### src/hw/rtl/kct_pkg.sv
// shared types and constants for the keyed compact table
package kct_pkg;

	localparam int MaxEntries = 16;
	localparam int IdxW = $clog2(MaxEntries);
	localparam int CntW = $clog2(MaxEntries + 1);
	localparam int KeyW = 16;
	localparam int DoseW = 16;

	typedef logic [IdxW-1:0] idx_t;
	typedef logic [CntW-1:0] cnt_t;
	typedef logic [KeyW+DoseW-1:0] entry_t;

	// command codes
	localparam logic [1:0] MODE_ADD = 2'd0;
	localparam logic [1:0] MODE_DEL = 2'd1;
	localparam logic [1:0] MODE_LOOKUP = 2'd2;

	// result status codes
	localparam logic [1:0] ST_OK = 2'd0;
	localparam logic [1:0] ST_FULL = 2'd1;
	localparam logic [1:0] ST_DUP = 2'd2;
	localparam logic [1:0] ST_MISSING = 2'd3;

	typedef enum logic [1:0] {
		S_IDLE,
		S_SCAN,
		S_SHIFT,
		S_RESP
	} state_t;

endpackage

### src/hw/rtl/keyed_compact_table.sv
// keyed compact table: list of unique keys with doses in insertion order, one memory walked by a sequencer
// flow: add on a full table or an unused mode goes from accept straight to the response state; add,
//   delete and lookup walk the entries through one registered memory read port, one entry a cycle,
//   until a hit or the last entry, and a delete then shifts every entry above the removed one down
//   one place; one transaction at a time, a new command is accepted only when idle
// reset: arst_n clears the sequencer, the entry count and the output valid; stored entries
//   are not cleared and are only read below the entry count
module keyed_compact_table (
	input  logic                        clk,
	input  logic                        arst_n,
	input  logic                        in_valid,
	output logic                        in_ready,
	input  logic [1:0]                  mode,
	input  logic [kct_pkg::KeyW-1:0]    key,
	input  logic [kct_pkg::DoseW-1:0]   dose_in,
	output logic                        out_valid,
	input  logic                        out_ready,
	output logic [1:0]                  status,
	output logic [3:0]                  position,
	output logic [kct_pkg::DoseW-1:0]   dose_out,
	output logic [4:0]                  entry_count
);

	// sequencer and command registers
	kct_pkg::state_t state_q, state_d;
	logic [1:0]                mode_q;
	logic [kct_pkg::KeyW-1:0]  key_q;
	logic [kct_pkg::DoseW-1:0] dose_q;
	kct_pkg::cnt_t             count_q;

	// walk pointers: iss_q is the next address to read, cmp_idx_q the address of rd_data_q
	kct_pkg::cnt_t             iss_q;
	logic                      rdv_q;
	kct_pkg::idx_t             cmp_idx_q;

	// pending result, latched when the outcome is known
	logic [1:0]                res_status_q;
	kct_pkg::idx_t             res_pos_q;
	logic [kct_pkg::DoseW-1:0] res_dose_q;

	// output register
	logic                      out_valid_q;
	logic [1:0]                status_q;
	logic [3:0]                position_q;
	logic [kct_pkg::DoseW-1:0] dose_out_q;
	logic [4:0]                entry_count_q;

	// entry memory, key in the upper half
	kct_pkg::entry_t mem_q [kct_pkg::MaxEntries];
	kct_pkg::entry_t rd_data_q;

	// datapath controls
	logic            in_fire;
	logic            out_free;
	logic            issue;
	logic            mem_we;
	kct_pkg::idx_t   wr_addr;
	kct_pkg::entry_t wr_data;
	logic            hit;
	logic            exhausted;
	logic            full;
	logic [kct_pkg::KeyW-1:0]  rd_key;
	logic [kct_pkg::DoseW-1:0] rd_dose;

	assign in_ready  = (state_q == kct_pkg::S_IDLE);
	assign in_fire   = in_valid && in_ready;
	assign out_free  = !out_valid_q || out_ready;
	assign rd_key    = rd_data_q[kct_pkg::KeyW+kct_pkg::DoseW-1:kct_pkg::DoseW];
	assign rd_dose   = rd_data_q[kct_pkg::DoseW-1:0];
	// the shared comparator: key of the entry just read against the command key
	assign hit       = rdv_q && (rd_key == key_q);
	// nothing in flight and every live entry already read
	assign exhausted = !rdv_q && (iss_q == count_q);
	assign full      = (count_q == kct_pkg::cnt_t'(kct_pkg::MaxEntries));

	// next state
	always_comb begin
		state_d = state_q;
		case (state_q)
			kct_pkg::S_IDLE: begin
				if (in_fire) begin
					if ((mode == kct_pkg::MODE_ADD && !full) || mode == kct_pkg::MODE_DEL
							|| mode == kct_pkg::MODE_LOOKUP) begin
						state_d = kct_pkg::S_SCAN;
					end else begin
						state_d = kct_pkg::S_RESP;
					end
				end
			end
			kct_pkg::S_SCAN: begin
				if (hit) begin
					state_d = (mode_q == kct_pkg::MODE_DEL) ? kct_pkg::S_SHIFT : kct_pkg::S_RESP;
				end else if (exhausted) begin
					state_d = kct_pkg::S_RESP;
				end
			end
			kct_pkg::S_SHIFT: begin
				if (exhausted) begin
					state_d = kct_pkg::S_RESP;
				end
			end
			kct_pkg::S_RESP: begin
				if (out_free) begin
					state_d = kct_pkg::S_IDLE;
				end
			end
			default: state_d = kct_pkg::S_IDLE;
		endcase
	end

	// memory controls
	always_comb begin
		issue   = 1'b0;
		mem_we  = 1'b0;
		wr_addr = count_q[kct_pkg::IdxW-1:0];
		wr_data = {key_q, dose_q};
		case (state_q)
			kct_pkg::S_SCAN: begin
				issue = (iss_q != count_q);
				// a miss on add appends at the end
				mem_we = exhausted && (mode_q == kct_pkg::MODE_ADD);
			end
			kct_pkg::S_SHIFT: begin
				// entry read from cmp_idx_q moves down one place
				issue   = (iss_q != count_q);
				mem_we  = rdv_q;
				wr_addr = cmp_idx_q - kct_pkg::idx_t'(1);
				wr_data = rd_data_q;
			end
			default: ;
		endcase
	end

	// entry memory with registered read
	always_ff @(posedge clk) begin
		if (issue) begin
			rd_data_q <= mem_q[iss_q[kct_pkg::IdxW-1:0]];
		end
		if (mem_we) begin
			mem_q[wr_addr] <= wr_data;
		end
	end

	// control state
	always_ff @(posedge clk or negedge arst_n) begin
		if (!arst_n) begin
			state_q     <= kct_pkg::S_IDLE;
			count_q     <= '0;
			rdv_q       <= 1'b0;
			out_valid_q <= 1'b0;
		end else begin
			state_q <= state_d;
			if (state_q == kct_pkg::S_SCAN && hit) begin
				rdv_q <= 1'b0;
			end else begin
				rdv_q <= issue;
			end
			if (state_q == kct_pkg::S_SCAN && exhausted && mode_q == kct_pkg::MODE_ADD) begin
				count_q <= count_q + kct_pkg::cnt_t'(1);
			end else if (state_q == kct_pkg::S_SHIFT && exhausted) begin
				count_q <= count_q - kct_pkg::cnt_t'(1);
			end
			if (state_q == kct_pkg::S_RESP && out_free) begin
				out_valid_q <= 1'b1;
			end else if (out_ready) begin
				out_valid_q <= 1'b0;
			end
		end
	end

	// command, walk pointers and result payload
	always_ff @(posedge clk) begin
		if (issue) begin
			cmp_idx_q <= iss_q[kct_pkg::IdxW-1:0];
			// a hit ends the scan, so the pointer is not advanced; delete and lookup set it below
			if (!(state_q == kct_pkg::S_SCAN && hit)) begin
				iss_q <= iss_q + kct_pkg::cnt_t'(1);
			end
		end
		case (state_q)
			kct_pkg::S_IDLE: begin
				if (in_fire) begin
					mode_q       <= mode;
					key_q        <= key;
					dose_q       <= dose_in;
					iss_q        <= '0;
					res_status_q <= (mode == kct_pkg::MODE_ADD && full) ? kct_pkg::ST_FULL
						: kct_pkg::ST_OK;
					res_pos_q    <= '0;
					res_dose_q   <= '0;
				end
			end
			kct_pkg::S_SCAN: begin
				if (hit) begin
					if (mode_q == kct_pkg::MODE_ADD) begin
						res_status_q <= kct_pkg::ST_DUP;
					end else begin
						res_pos_q <= cmp_idx_q;
						// shift starts with the entry just above the removed one
						iss_q <= {1'b0, cmp_idx_q} + kct_pkg::cnt_t'(1);
						if (mode_q == kct_pkg::MODE_LOOKUP) begin
							res_dose_q <= rd_dose;
						end
					end
				end else if (exhausted) begin
					if (mode_q == kct_pkg::MODE_ADD) begin
						res_pos_q <= count_q[kct_pkg::IdxW-1:0];
					end else begin
						res_status_q <= kct_pkg::ST_MISSING;
					end
				end
			end
			kct_pkg::S_RESP: begin
				if (out_free) begin
					status_q      <= res_status_q;
					position_q    <= 4'(res_pos_q);
					dose_out_q    <= res_dose_q;
					entry_count_q <= 5'(count_q);
				end
			end
			default: ;
		endcase
	end

	assign out_valid   = out_valid_q;
	assign status      = status_q;
	assign position    = position_q;
	assign dose_out    = dose_out_q;
	assign entry_count = entry_count_q;

endmodule
### config.mk
export PLATFORM = sky130hd
export DESIGN_NAME = keyed_compact_table
export DESIGN_NICKNAME = d
export VERILOG_FILES = /design/src/hw/rtl/kct_pkg.sv /design/src/hw/rtl/keyed_compact_table.sv
export SDC_FILE = /design/constraint.sdc
export NUM_CORES = 1
export LEC_CHECK = 0
export BUFFER_PORTS_ARGS = -buffer_cell sky130_fd_sc_hd__clkbuf_2
export CORE_UTILIZATION = 30
export CTS_BUF_LIST = sky130_fd_sc_hd__clkbuf_8 sky130_fd_sc_hd__clkbuf_16
export CTS_CLUSTER_DIAMETER = 50
export CTS_CLUSTER_SIZE = 16
export DETAILED_ROUTE_END_ITERATION = 7
export HOLD_SLACK_MARGIN = 0.05
export PLACE_DENSITY_LB_ADDON = 0.05
export SLEW_MARGIN = 20
export SYNTH_ARGS = -nofsm -noshare
export SYNTH_HDL_FRONTEND = slang
export SYNTH_SLANG_ARGS = --single-unit
### constraint.sdc
create_clock -name clk -period 10.7 [get_ports clk]
set_clock_uncertainty 0.05 [all_clocks]
set_input_delay 1.605 -clock clk [delete_from_list [all_inputs] [get_ports clk]]
set_output_delay 1.605 -clock clk [all_outputs]
set_load 0.05 [all_outputs]
## Word level (Yosys, flattened, before mapping)

Memories as Yosys holds them, arrays and structs flattened. A register that Yosys moved wholly into a read port is not among the register bits.
Index checks and enable logic that the tools add are counted.

- Add/sub/neg operators: 5
- Equality and inequality tests: 21
- Multiplexer cells: 42
- Reduce and logical (&&, ||, !) cells: 30

Operators with widths:

| cell | number |
|---|---|
| $mux W16 | 4 |
| $mux W5 | 7 |
| $mux W32 | 1 |
| $pmux W16 S2 | 1 |
| $mux W4 | 6 |
| $mux W2 | 10 |
| $eq A16 B16 Y1 | 1 |
| $ne A3 B3 Y1 const B | 5 |
| $reduce_and A5 Y1 | 3 |
| $logic_and A1 B1 Y1 | 11 |
| $add A5 B1 Y5 const B | 2 |
| $pmux W5 S2 | 1 |
| $eq A2 B2 Y1 const B | 4 |
| $mux W1 | 8 |
| $pmux W2 S4 | 1 |
| $pmux W4 S2 | 1 |
| $eq A2 B1 Y1 const B | 3 |
| $logic_not A2 Y1 | 3 |
| $ne A2 B2 Y1 const B | 3 |
| $reduce_and A2 Y1 | 3 |
| $reduce_bool A2 Y1 | 3 |
| $add A4 B1 Y5 const B | 1 |
| $eq A5 B5 Y1 | 1 |
| $eq A5 B5 Y1 const B | 1 |
| 9 further kinds | 14 |

- Bits in registers: 101
- Bits in writable memories: 512
- Output and inout port bits: 29
- Memories kept: 1

Memory list:

| memory | words | width | rd ports | clocked after Yosys merged registers in | write ports | RTL line | RTL |
|---|---|---|---|---|---|---|---|
| mem_q | 16 | 32 | 1 | 1 | 1 | keyed_compact_table.sv:49 | `kct_pkg::entry_t mem_q [kct_pkg::MaxEntries];` |

## Logic depth before layout (Yosys ltp)

Gate-level depths: netlist (run 1).

- Depth in word-level cells: 8
- Depth in mapped cells: 12

## Worst setup path after synthesis (run 1)

OpenSTA, ideal clock, no wires.

- Path type: input port to flip-flop
- From: in in_valid
- To: reg res_dose_q[0] in the netlist's numbering, enable pin
- Setup time: 0.394 ns
- Arrival: 3.537 ns
- Data required time: 10.256 ns
- Path slack: 6.719 ns
- Cell stages on the path: 3
- Path buffers: 0
- Cell sequence: and2_1 > a21oi_1 > a21oi_1

- Word-level cells in the longest chain between the ends: 3

RTL lines:

| element | RTL line | RTL |
|---|---|---|
| from (decl) | keyed_compact_table.sv:11 | `input logic in_valid,` |
| $logic_and A1 B1 Y1 | keyed_compact_table.sv:66 | `assign in_fire = in_valid && in_ready;` |
| $ne A2 B1 Y1 (no line) | n/a |  |
| $reduce_and A5 Y1 (no line) | n/a |  |
| to (signal assigned) | keyed_compact_table.sv:202 | `res_dose_q <= rd_dose;` |
| to (decl) | keyed_compact_table.sv:39 | `logic [kct_pkg::DoseW-1:0] res_dose_q;` |

No other way between the ends.
A chain may end at the register's enable or synchronous reset.

## Worst setup path in the final report (run 1)

- From: reg iss_q[2]
- To: mem mem_q[2][21] in the netlist's numbering, enable pin

- Word-level cells in the longest chain between the ends: 6

RTL lines:

| element | RTL line | RTL |
|---|---|---|
| from (decl) | keyed_compact_table.sv:32 | `kct_pkg::cnt_t iss_q;` |
| from (signal assigned) | keyed_compact_table.sv:177 | `iss_q <= iss_q + kct_pkg::cnt_t'(1);` |
| from (signal assigned) | keyed_compact_table.sv:200 | `iss_q <= {1'b0, cmp_idx_q} + kct_pkg::cnt_t'(1);` |
| $eq A5 B5 Y1 | keyed_compact_table.sv:73 | `assign exhausted = !rdv_q && (iss_q == count_q);` |
| $logic_and A1 B1 Y1 | keyed_compact_table.sv:73 |  |
| $logic_and A1 B1 Y1 | keyed_compact_table.sv:121 | `mem_we = exhausted && (mode_q == kct_pkg::MODE_ADD);` |
| $pmux W1 S2 | keyed_compact_table.sv:117 | `case (state_q)` |
| $mux W1 | keyed_compact_table.sv:139 | `if (mem_we) begin` |
| $mux W1 (not written as such) | keyed_compact_table.sv:140 | `mem_q[wr_addr] <= wr_data;` |
| to (decl) | keyed_compact_table.sv:49 |  |

No other way between the ends.

==> results.md, run 1 <==
| Group | Parameter | Value |
|:---|:---|:---|
| critical path | Most numerous cell on the critical path | sky130_fd_sc_hd__buf_4 |
| critical path | Source of the critical timing path | iss_q[2]$_DFF_P_ |
| critical path | Cells on worst reg2reg path | 9 |
| placement | DP Area | 0.0266 mm2 |
| critical path | R2R Path Start | iss_q[2]$_DFF_P_ |
| logic synthesis | Dominant synthesized flop cell | sky130_fd_sc_hd__edfxtp_1 |
| logic synthesis | Most area-hungry cell type in the Yosys netlist | sky130_fd_sc_hd__edfxtp_1 |
| logic synthesis | Netlist Area Pre-Place | 0.0248 mm2 |
| power | PD cells | 293 mW/mm2 |
| clock tree | Max Root-Sink Buffers | 3 |
| global routing | First-pass GRT wire length | 88200 um |
| critical path | Delay of the slowest critical-path stage | 0.77 ns |
| logic synthesis | Synthesis Warnings | 0 |
| routing | Via count | 11100 |
| logic synthesis | Synth top area cells | sky130_fd_sc_hd__edfxtp_1 (76%), sky130_fd_sc_hd__mux4_2 (15%), sky130_fd_sc_hd__mux2_2 (1.4%) |
| clock tree | Total CTS buffers | 86 |
| timing | Number of hold violations in the final report | 0 |
| die | Std-Cell Rows | 105 |
| routing | Average wire per standard cell | 25.9 um |
| logic synthesis | Xor-xnor portion of the synthesized cell area | 1.09% |
| critical path | Slack of the worst reg-to-reg path | 6.68 ns |
| logic synthesis | Count of state elements after synthesis | 645 |
| routing | # DRC | 0 |
| min path | Class of the tightest hold or removal check | reg -> reg |
| power | Max IR drop VDD | 0.184 mV |
| timing | Tcrit/Tclk final | 37.6% |
| logic synthesis | Mux cell area share after synthesis | 16.2% |
| die | Die Y-Extent | 290 um |
| logic synthesis | Number of instances in the synthesized netlist | 1078 |
| layout | Count of inserted antenna diode cells | 0 |
| status | Result of the run | finished, final reports clean |
| critical path | Crit path capture type | flip-flop |
| placement | Port Buffers | 66 |
| power | LEAKAGE | 9.33 nW |
| clock tree | CTS Sinks | 645 |
| placement | Post-detail-place hpwl | 32400 um |
| global routing | Gr usage total | 15.0% |
| logic synthesis | Synthesized net count | 1127 |
| logic synthesis | Number of different library cells in the post-synthesis netlist | 51 |
| routing | Detailed Route Iter0 Violations | 794 |
| timing | RSZ-0062 raised after global routing | false |
| timing | Worst Max-Slew Pin Slew | 1.02 ns |
| layout | Growth of design area from synthesis to finish | 19.2% |
| timing | Number of slew-limit violations in the final report | 0 |
| clock tree | Insertion delay of the later-clocked pin in the worst-skew pair | 0.64 ns |
| power | Switching fraction of total power | 30.7% |
| timing | Max-slew headroom | 32.0% |
| logic synthesis | Count of flip-flops with a built-in enable after synthesis | 631 |
| critical path | Slowest library cell on the worst path | sky130_fd_sc_hd__nor2_4 |
| routing | Total detailed-routing wirelength | 61000 um |
| logic synthesis | Sequential share of the synthesized area | 77.6% |
| timing | Achievable clock frequency | 0.249 GHz |
| logic synthesis | Basic-gate share of the synthesized area counting and, or, nand and nor cells | 1.99% |
| power | Register share of total power | 42.2% |
| critical path | Kind of start point of the critical path | flip-flop |
| clock tree | Clk root buf | sky130_fd_sc_hd__clkbuf_16 |
| die | Initial cell density of the core | 30.3% |
| die | Number of I/O pins | 67 |
| routing | First drt pass iteration count | 4 |
| layout | Fraction of layout instances using a drive strength above 1 | 36.3% |
| clock tree | Post-cts gate resize count | 0 |
| power | Comb pwr share | 23.4% |
| layout | Final design utilization | 36.1% |
| critical path | Largest driver fanout on the critical path | 37 |
| logic synthesis | Synthesized area divided by synthesized cell count | 23.0 um2 |
| die | Core ar. | 0.0820 mm2 |
| timing | Post-Route Setup TNS | 0 ns |
| critical path | Path type of the worst setup path | reg -> reg |
| timing | Min Tclk post-route | 4.02 ns |
| logic synthesis | Asr flop ratio synth | 1.40% |
| critical path | CP required | 10.96 ns |
| placement | Global placement routability congestion | 0.693 |
| global routing | Initial antenna violation count | 3 |
| global routing | Number of global-route vias before repair | 11900 |
| flow run | Count of max-cap constraint violations | 0 |
| routing | Detail Route Antenna Nets | 0 |
| power | Internal power of the cells | 0.00601 W |
| critical path | Critical path, cell by cell | buf_4 -> xnor2_1 -> nand3_1 -> or3_4 -> o31ai_2 -> and2_4 -> nand3_2 -> nor2_4 -> buf_4 |
| global routing | GR Overflow Total | 0 |
| critical path | CP Capture Point | mem_q[2][21]$_DFFE_PP_ |
| logic synthesis | Compound-cell area share of the yosys netlist | 1.19% |
| logic synthesis | Adder and majority gate portion of the synthesized area | 0.584% |
| power | Sw power | 0.00266 W |
| placement | Dpl cells | 2194 |
| clock tree | TritonCTS clock tree | done |
| min path | Hold-critical path depth | 0 |
| clock tree | Count of hold-fix buffers inserted at cts | 0 |
| power | Clock Power Share | 34.4% |
| layout | Final nets | 1261 |
| logic synthesis | Main combinational cell family by area after synthesis | multiplexers |
| timing | Setup-failing EPs final | 0 |
| critical path | Arrival time worst endpoint | 4.28 ns |
| logic synthesis | Share of Yosys cell area claimed by the top area cell type | 76.3% |
| clock tree | Number of H-tree levels | 3 |
| routing | Via/cell ratio | 4.71 |
| die | Horizontal die dimension | 290 um |
| global routing | Pin count of the biggest net entering global routing | 96 |
| layout | Post-layout instance area | 0.0296 mm2 |
| die | Full die area | 0.0839 mm2 |
| critical path | Terminus of the critical flop-to-flop path | mem_q[2][21]$_DFFE_PP_ |
| layout | Final instance count without filler cells | 2355 |
| clock tree | Total setup buffers inserted after CTS | 0 |
| clock tree | Clock edge transition at the registers on the reported setup and hold paths | 0.06 ns |
synthesized netlist by cell type, drive strengths merged, types with 6 or more instances:
cell	number
buf	29
a21oi	10
ha	10
mux2	32
mux4	160
nor2b	6
edfxtp	631
dfrtp	9
nand3	9
xnor2	19
nor2	23
o21ai	6
and2	21
inv	13
o22ai	6
nand2	14
clkbuf	20
xor2	12
registers in the layout, summed over array words and instances, names as in the netlist, 2 cells and up:
signal	flops
cmp_idx_q	4
count_q	5
dose_out	16
dose_q	16
entry_count	5
iss_q	5
key_q	16
mem_q	512
mode_q	2
position	4
rd_data_q	32
res_dose_q	16
res_pos_q	4
res_status_q	2
state_q	2
status	2
cell families (layout without fill, tap and decap cells):
family,count (synthesis),after routing
multiplexers,197,197
adder cells (fa/ha/maj),11,11
AO/OA/AOI/OAI,42,42
buffers and inverters,62,269
XOR/XNOR,31,31
flip-flops,645,645
AND/OR/NAND/NOR,90,90
power by group through the flow:
stage | clock (W) | combinational, W | sequential (W)
after detailed placement | 0 | 0.00211 | 0.00373
final | 0.00298 | 0.00203 | 0.00366
after CTS | 0.00306 | 0.00211 | 0.00367
after global placement | 0 | 0.00210 | 0.00372
after global routing | 0.00316 | 0.00223 | 0.00370
after floorplan | 0 | 0.00141 | 0.00366
placed cells by master (no fill, tap or decap), types with 11 or more instances in the layout:
cell and n:
sky130_fd_sc_hd__edfxtp_1 631, sky130_fd_sc_hd__mux4_2 160, sky130_fd_sc_hd__clkbuf_16 86, sky130_fd_sc_hd__clkbuf_2 66
sky130_fd_sc_hd__mux2_2 30, sky130_fd_sc_hd__buf_4 28, sky130_fd_sc_hd__xnor2_1 19, sky130_fd_sc_hd__and2_1 19
sky130_fd_sc_hd__inv_1 18, sky130_fd_sc_hd__nor2_4 16, sky130_fd_sc_hd__nand2_1 14, sky130_fd_sc_hd__inv_6 13
sky130_fd_sc_hd__xor2_1 12, sky130_fd_sc_hd__bufinv_16 12, sky130_fd_sc_hd__clkinv_2 12, sky130_fd_sc_hd__clkinv_1 11
critical path, delay by kind of cell, from the launching register on:
| kind | cells | cell delay [ns] |
|---|---|---|
| buf+inv | 2 | 1.16 |
| flops | 1 | 0.33 |
| xor+xnor | 1 | 0.20 |
| compound gates | 1 | 0.23 |
| simple gates | 5 | 1.70 |
metal layers:
metal / global-route usage (%) / routed length, um / up-vias / share of wire, %
met4: 4.42 / 1480 / 0 / 2.4
met2: 24.0 / 29300 / 214 / 48
met5: 0 / 0 / - / 0
li1: - / - / 4813 / -
met1: 20.9 / 28200 / 5974 / 46
met3: 2.51 / 2040 / 93 / 3.4
per-stage QoR:
step / hold WS [ns] / total power [W] / setup WS [ns]
after floorplan: 0.350 / 0.00507 / 6.72
after global placement: 0.351 / 0.00583 / 6.55
after detailed placement: 0.355 / 0.00583 / 6.56
after CTS: 0.369 / 0.00885 / 6.54
after global routing: 0.373 / 0.00908 / 6.42
final: 0.366 / 0.00866 / 6.68
worst min-delay path by stage:
stage	startpoint	slack (ns)	end
global placement	res_dose_q[0]$_SDFFCE_PN0P_	0.35	dose_out[0]$_DFFE_PP_
detailed placement	res_dose_q[10]$_SDFFCE_PN0P_	0.35	dose_out[10]$_DFFE_PP_
floorplan	res_dose_q[0]$_SDFFCE_PN0P_	0.35	dose_out[0]$_DFFE_PP_
finish	res_dose_q[10]$_SDFFCE_PN0P_	0.37	dose_out[10]$_DFFE_PP_
CTS	res_dose_q[10]$_SDFFCE_PN0P_	0.37	dose_out[10]$_DFFE_PP_
global route	res_pos_q[3]$_SDFFCE_PN0P_	0.37	position[3]$_DFFE_PP_
layout make-up:
cell class | count | area [um2]
Inverter | 13 | 48.8
Fill cell | 7520 | 52400
Sequential cell | 645 | 19300
Timing Repair Buffer | 95 | 561
Tap cell | 1070 | 1340
Clock buffer | 86 | 2150
Multi-Input combinational cell | 371 | 5360
Clock inverter | 75 | 862
Power figures use the tool's default switching activity.
==> inputs of run 2 (changes only) <==
==> constraint.sdc (replaced) <==
create_clock -name clk -period 3.8 [get_ports clk]
set_clock_uncertainty 0.05 [all_clocks]
set_input_delay 0.57 -clock clk [delete_from_list [all_inputs] [get_ports clk]]
set_output_delay 0.57 -clock clk [all_outputs]
set_load 0.05 [all_outputs]
==> run 2 against run 1 <==
  * Sequential share of layout area fell by 0.76 points
  * Global-route usage rose by 0.33 points
  * Sequential power rose to 2.8 times the previous value
  * Total power rose to 2.8 times the previous value
  * Clock power rose to 2.7 times the previous value
  * First-iteration DRC count rose by 10%
  * Non-clock buffer count rose by 47
  * Register-to-register slack got worse by 5.9 ns
  * Maximum frequency rose by 32%
  * Critical path type unchanged
  * Largest cell class unchanged
==> results.md, run 2 (synthesis results as in run 1) <==
| Group | Parameter | Value |
|:---|:---|:---|
| placement | Worst slack after detailed placement | 0.738 ns |
| critical path | Largest driver fanout on the critical path | 7 |
| critical path | Slowest library cell on the worst path | sky130_fd_sc_hd__dfrtp_1 |
| power | Sw power | 0.00748 W |
| layout | Fraction of layout instances using a drive strength above 1 | 36.8% |
| global routing | GR Overflow Total | 0 |
| routing | Via count | 11500 |
| layout | Sequential cell area | 0.0193 mm2 |
| critical path | Most numerous cell on the critical path | sky130_fd_sc_hd__xnor2_1 |
| timing | Max-slew headroom | 21.4% |
| critical path | CP required | 4.25 ns |
| routing | Detailed Route Iter0 Violations | 877 |
| timing | Tcrit/Tclk final | 80.1% |
| placement | Global placement routability congestion | 0.730 |
| routing | Total detailed-routing wirelength | 62300 um |
| timing | Number of hold violations in the final report | 0 |
| status | Result of the run | finished, final reports clean |
| timing | Min Tclk post-route | 3.05 ns |
| placement | Post-detail-place hpwl | 34000 um |
| layout | Top reg by flops | mem_q |
| clock tree | Clock edge transition at the registers on the reported setup and hold paths | 0.06 ns |
| timing | Worst Max-Slew Pin Slew | 1.18 ns |
| routing | Via/cell ratio | 4.79 |
| placement | Port Buffers | 66 |
| timing | Post-Route Setup TNS | 0 ns |
| power | Max IR drop VDD | 0.460 mV |
| clock tree | Number of H-tree levels | 3 |
| global routing | Initial antenna violation count | 4 |
| flow run | Count of max-cap constraint violations | 0 |
| power | Register share of total power | 41.8% |
| global routing | Number of global-route vias before repair | 12000 |
| global routing | Pin count of the biggest net entering global routing | 133 |
| power | Clock Power Share | 33.4% |
| timing | Achievable clock frequency | 0.328 GHz |
| clock tree | Post-cts gate resize count | 0 |
| layout | Largest registers ranked by flip-flop count | mem_q: 512 flops, rd_data_q: 32 flops |
| global routing | First-pass GRT wire length | 89800 um |
| die | Die Y-Extent | 290 um |
| clock tree | Total CTS buffers | 82 |
| layout | Growth of design area from synthesis to finish | 20.6% |
| layout | Count of inserted antenna diode cells | 0 |
| die | Std-Cell Rows | 105 |
| routing | First drt pass iteration count | 5 |
| timing | Setup-failing EPs final | 0 |
| critical path | Path type of the worst setup path | reg -> reg |
| clock tree | Clk root buf | sky130_fd_sc_hd__clkbuf_16 |
| layout | Max FFs per register | 512 |
| routing | # DRC | 0 |
| die | Initial cell density of the core | 30.3% |
| power | Comb pwr share | 24.8% |
| critical path | Critical path, cell by cell | xnor2_1 -> nand3_1 -> or3_4 -> nor2_1 -> nand3_1 -> fa_1 -> a21o_1 -> a21oi_1 -> xnor2_1 -> nand2_1 -> xnor2_1 |
| die | Number of I/O pins | 67 |
| timing | RSZ-0062 raised after global routing | false |
| critical path | Crit path capture type | flip-flop |
| power | LEAKAGE | 9.50 nW |
| power | Switching fraction of total power | 30.9% |
| layout | Final nets | 1304 |
| critical path | Delay of the slowest critical-path stage | 0.48 ns |
| critical path | Kind of start point of the critical path | flip-flop |
| timing | Worst setup slack after layout | 0.754 ns |
| global routing | Gr usage total | 15.3% |
| clock tree | Max Root-Sink Buffers | 3 |
| clock tree | Total setup buffers inserted after CTS | 0 |
| die | Horizontal die dimension | 290 um |
| power | Internal power of the cells | 0.0167 W |
| routing | Average wire per standard cell | 26.0 um |
| clock tree | Insertion delay of the later-clocked pin in the worst-skew pair | 0.62 ns |
| die | Core ar. | 0.0820 mm2 |
| layout | Area used by multi-input combinational logic | 0.00535 mm2 |
| layout | Most common cell after layout, fill and taps aside | sky130_fd_sc_hd__edfxtp_1 |
| power | PD cells | 809 mW/mm2 |
| routing | Detail Route Antenna Nets | 0 |
| die | Full die area | 0.0839 mm2 |
| timing | Number of slew-limit violations in the final report | 0 |
| clock tree | CTS Sinks | 645 |
| critical path | Arrival time worst endpoint | 3.49 ns |
| layout | Top library cells by usage in the layout, fill and taps aside | sky130_fd_sc_hd__edfxtp_1 (631), sky130_fd_sc_hd__mux4_2 (160), sky130_fd_sc_hd__clkbuf_16 (83) |
| layout | Filler cell count | 7552 |
| min path | Class of the tightest hold or removal check | in -> reg |
| clock tree | TritonCTS clock tree | done |
==> run 2: power groups by stage <==
| stage | Sequential (W) | Clock (W) | Combinational, W |
|---|---|---|---|
| floorplan | 0.0103 | 0 | 0.00398 |
| global placement | 0.0103 | 0 | 0.00621 |
| detailed placement | 0.0103 | 0 | 0.00618 |
| CTS | 0.0101 | 0.00837 | 0.00621 |
| global route | 0.0102 | 0.00863 | 0.00654 |
| finish | 0.0101 | 0.00810 | 0.00601 |
==> run 2: per-layer routing <==
layer | global-route usage (%) | routed length (um)
met3 | 2.57 | 2670
met1 | 22.6 | 30000
met2 | 23.1 | 28500
met5 | 0 | 0
met4 | 4.44 | 1200
==> run 2: worst paths after layout <==
path	start	end	slack (ns)	cells past startpoint
worst min-delay path	dose_in[14]	dose_q[14]$_DFFE_PP_	0.09	1
min in group asynchronous	arst_n	count_q[0]$_DFFE_PN0P_	0.31	2
worst min register to register	res_dose_q[12]$_SDFFCE_PN0P_	dose_out[12]$_DFFE_PP_	0.37	0
worst max register to register	count_q[3]$_DFFE_PN0P_	count_q[4]$_DFFE_PN0P_	0.75	11
worst max-delay path	count_q[3]$_DFFE_PN0P_	count_q[4]$_DFFE_PN0P_	0.75	11
max in group asynchronous	arst_n	count_q[1]$_DFFE_PN0P_	3.16	2
==> run 2: final cells by class <==
cell class                      count  area share (%)
Sequential cell                   645            64.4
Clock buffer                       83            6.93
Timing Repair Buffer              142            3.54
Multi-Input combinational cell    371            17.9
Tap cell                         1070            4.47
Inverter                           13           0.163
Clock inverter                     71            2.65
==> run 2: critical path, delay by kind of cell, from the launching register on <==
| kind | cells | cell delay (ns) |
|---|---|---|
| xor+xnor | 3 | 0.48 |
| compound gates | 2 | 0.33 |
| flops | 1 | 0.48 |
| simple gates | 5 | 1.12 |
| fa+ha+maj | 1 | 0.47 |
==> run 2: per-stage QoR <==
| step | hold WS, ns | std cells | util [%] | area (um2) | total power, W |
|---|---|---|---|---|---|
| floorplan | 0.224 | 1078 | - | 24800 | 0.0143 |
| global placement | 0.352 | 2217 | 32.7 | 26800 | 0.0165 |
| detailed placement | 0.355 | 2217 | 32.7 | 26800 | 0.0165 |
| CTS | 0.0507 | 2395 | 36.5 | 30000 | 0.0247 |
| global route | 0.0690 | 2395 | 36.5 | 30000 | 0.0254 |
| finish | 0.0934 | 2395 | 36.5 | 30000 | 0.0242 |
==> run 2: what timing repair did <==
item,4_1_cts,5_1_grt
endpoints found under the setup margin,0,0
endpoints found under the hold margin,32,0
hold buffers,24,0
==> inputs of run 3 (changes only) <==
==> constraint.sdc (replaced) <==
create_clock -name clk -period 2.7 [get_ports clk]
set_clock_uncertainty 0.05 [all_clocks]
set_input_delay 0.405 -clock clk [delete_from_list [all_inputs] [get_ports clk]]
set_output_delay 0.405 -clock clk [all_outputs]
set_load 0.05 [all_outputs]
==> run 3 against run 2 <==
  * Sequential cell count unchanged
  * Routed wire length rose by 4.1%
  * Sequential share of layout area decreased by 1.5 points
  * Cell area rose by 2.3%
  * Global-route usage up 0.50 points
  * Critical path type unchanged
==> results.md, run 3 (synthesis results as in run 1) <==
| Group | Parameter | Value |
|:---|:---|:---|
| power | Post-layout total power | 0.0350 W |
| layout | Post-layout instance area | 0.0307 mm2 |
| die | Initial cell density of the core | 30.3% |
| power | Comb pwr share | 28.1% |
| layout | Area used by multi-input combinational logic | 0.00542 mm2 |
| routing | Via count | 11600 |
| timing | Worst Max-Slew Pin Slew | 0.942 ns |
| critical path | Slowest library cell on the worst path | sky130_fd_sc_hd__dfrtp_1 |
| die | Die Y-Extent | 290 um |
| clock tree | Number of H-tree levels | 3 |
| global routing | Met1 Track Usage GR | 24.3% |
| critical path | Largest driver fanout on the critical path | 9 |
| power | LEAKAGE | 9.76 nW |
| power | PD cells | 1140 mW/mm2 |
| critical path | Kind of start point of the critical path | flip-flop |
| critical path | Source of the critical timing path | count_q[4]$_DFFE_PN0P_ |
| power | Clock Power Share | 31.6% |
| layout | Fraction of layout instances using a drive strength above 1 | 38.4% |
| global routing | Gr usage total | 15.8% |
| routing | # DRC | 0 |
| layout | Top reg by flops | mem_q |
| global routing | Initial antenna violation count | 9 |
| timing | Max-slew headroom | 37.2% |
| routing | Via/cell ratio | 4.74 |
| routing | Detail Route Antenna Nets | 0 |
| placement | DP Area | 0.0274 mm2 |
| global routing | GR met2 Demand/Resource | 22.6% |
| global routing | Met3 track demand over resource in global routing | 3.08% |
| placement | Global placement routability congestion | 0.721 |
| critical path | CP bufs+invs | 3 |
| global routing | GR Overflow Total | 0 |
| timing | Number of hold violations in the final report | 0 |
| die | Std-Cell Rows | 105 |
| layout | Final nets | 1350 |
| layout | Sequential cell area | 0.0193 mm2 |
| layout | Final design utilization | 37.4% |
| timing | Min Tclk post-route | 2.56 ns |
| critical path | R2R Path Start | count_q[4]$_DFFE_PN0P_ |
| placement | Post-detail-place hpwl | 41700 um |
| power | Switching fraction of total power | 32.5% |
| layout | Max FFs per register | 512 |
| critical path | Most numerous cell on the critical path | sky130_fd_sc_hd__buf_12 |
| routing | First drt pass iteration count | 5 |
| timing | Tcrit/Tclk final | 94.9% |
| power | Max IR drop VDD | 0.679 mV |
| flow run | Count of max-cap constraint violations | 0 |
| critical path | Delay of the slowest critical-path stage | 0.39 ns |
| power | Register share of total power | 40.3% |
| layout | Final instance count without filler cells | 2442 |
| clock tree | TritonCTS clock tree | done |
| critical path | Cells on worst reg2reg path | 10 |
| die | Full die area | 0.0839 mm2 |
| routing | Detailed Route Iter0 Violations | 900 |
| placement | Dpl cells | 2248 |
| placement | Port Buffers | 66 |
| critical path | Slack of the worst reg-to-reg path | 0.14 ns |
| die | Number of I/O pins | 67 |
| die | Horizontal die dimension | 290 um |
| timing | Achievable clock frequency | 0.390 GHz |
| critical path | CP required | 2.98 ns |
| layout | Most common cell after layout, fill and taps aside | sky130_fd_sc_hd__edfxtp_1 |
| layout | Filler cell count | 7520 |
| timing | Post-Route Setup TNS | 0 ns |
| critical path | Crit path capture type | flip-flop |
| layout | Top library cells by usage in the layout, fill and taps aside | sky130_fd_sc_hd__edfxtp_1 (631), sky130_fd_sc_hd__mux4_2 (160), sky130_fd_sc_hd__clkbuf_16 (87) |
| critical path | Critical path, cell by cell | xnor2_1 -> nand3_1 -> or3_4 -> o31ai_2 -> and2_4 -> nand3_4 -> buf_12 -> nor2_4 -> buf_12 -> clkbuf_16 |
| critical path | Path type of the worst setup path | reg -> reg |
| layout | Largest registers ranked by flip-flop count | mem_q: 512 flops, rd_data_q: 32 flops |
| power | Internal power of the cells | 0.0237 W |
| clock tree | CTS Sinks | 645 |
| min path | Class of the tightest hold or removal check | in -> async |
| power | Sw power | 0.0114 W |
| global routing | Pin count of the biggest net entering global routing | 133 |
| layout | Growth of design area from synthesis to finish | 23.4% |
| routing | Total detailed-routing wirelength | 64900 um |
| status | Result of the run | finished, final reports clean |
| clock tree | Insertion delay of the later-clocked pin in the worst-skew pair | 0.62 ns |
| critical path | Terminus of the critical flop-to-flop path | mem_q[8][28]$_DFFE_PP_ |
| timing | Number of slew-limit violations in the final report | 0 |
| timing | Setup-failing EPs final | 0 |
| clock tree | Clk root buf | sky130_fd_sc_hd__clkbuf_16 |
| clock tree | Max Root-Sink Buffers | 3 |
| global routing | First-pass GRT wire length | 91900 um |
| global routing | Number of global-route vias before repair | 12100 |
| routing | Average wire per standard cell | 26.6 um |
| global routing | Peak-usage layer in the global routing report | met1 |
| clock tree | Clock edge transition at the registers on the reported setup and hold paths | 0.06 ns |
| die | Core ar. | 0.0820 mm2 |
| critical path | Worst path top cell family by delay | simple AND/OR/NAND/NOR gates |
| critical path | Arrival time worst endpoint | 2.84 ns |
| clock tree | Total CTS buffers | 83 |
-- run 3: worst max path at each step --
stage	depth (start not counted)	to
floorplan	7	mem_q[9][0]$_DFFE_PP_
global placement	11	count_q[4]$_DFFE_PN0P_
detailed placement	11	count_q[3]$_DFFE_PN0P_
CTS	9	mem_q[0][25]$_DFFE_PP_
global route	11	count_q[3]$_DFFE_PN0P_
finish	10	mem_q[8][28]$_DFFE_PP_
-- run 3: through the flow --
step / setup slack (ns) / hold WS (ns)
6_report: 0.138 / 0.148
5_1_grt: -0.00809 / 0.165
4_1_cts: 0.0127 / 0.100
3_5_place_dp: -0.0592 / 0.246
3_3_place_gp: -0.0497 / 0.244
2_1_floorplan: -0.291 / 0.0594
-- run 3: final cells by class --
type                    instances  area share [%]
flip-flops and latches        645            62.9
multi-input cells             371            17.7
clock buffers                  86            7.02
repair buffers                187            5.69
well taps                    1070            4.37
clock inverters                69            2.18
inverters                      13           0.159
diodes                          1         0.00816
-- run 3: per-layer routing --
layer / up-vias / wire length, um / share of wire (%)
met5: - / 0 / 0
li1: 5014 / - / -
met4: 0 / 1090 / 1.7
met1: 6215 / 32300 / 50
met3: 87 / 3230 / 5.0
met2: 271 / 28200 / 43
-- run 3: power by group through the flow --
stage	logic, W	clock network (W)	registers (W)
2_1_floorplan	0.00565	0	0.0145
3_3_place_gp	0.00994	0	0.0143
3_5_place_dp	0.00998	0	0.0143
4_1_cts	0.0100	0.0114	0.0141
5_1_grt	0.0107	0.0118	0.0142
6_report	0.00982	0.0111	0.0141
-- run 3: repair_timing --
item | 4_1_cts | 5_1_grt
endpoints found under the hold margin | 43 | 0
resized for setup | 2 | 12
setup buffers | 0 | 2
hold buffers | 35 | 0
cloned | 0 | 1
setup endpoints to repair | 2 | 471
pin swaps | 0 | 7
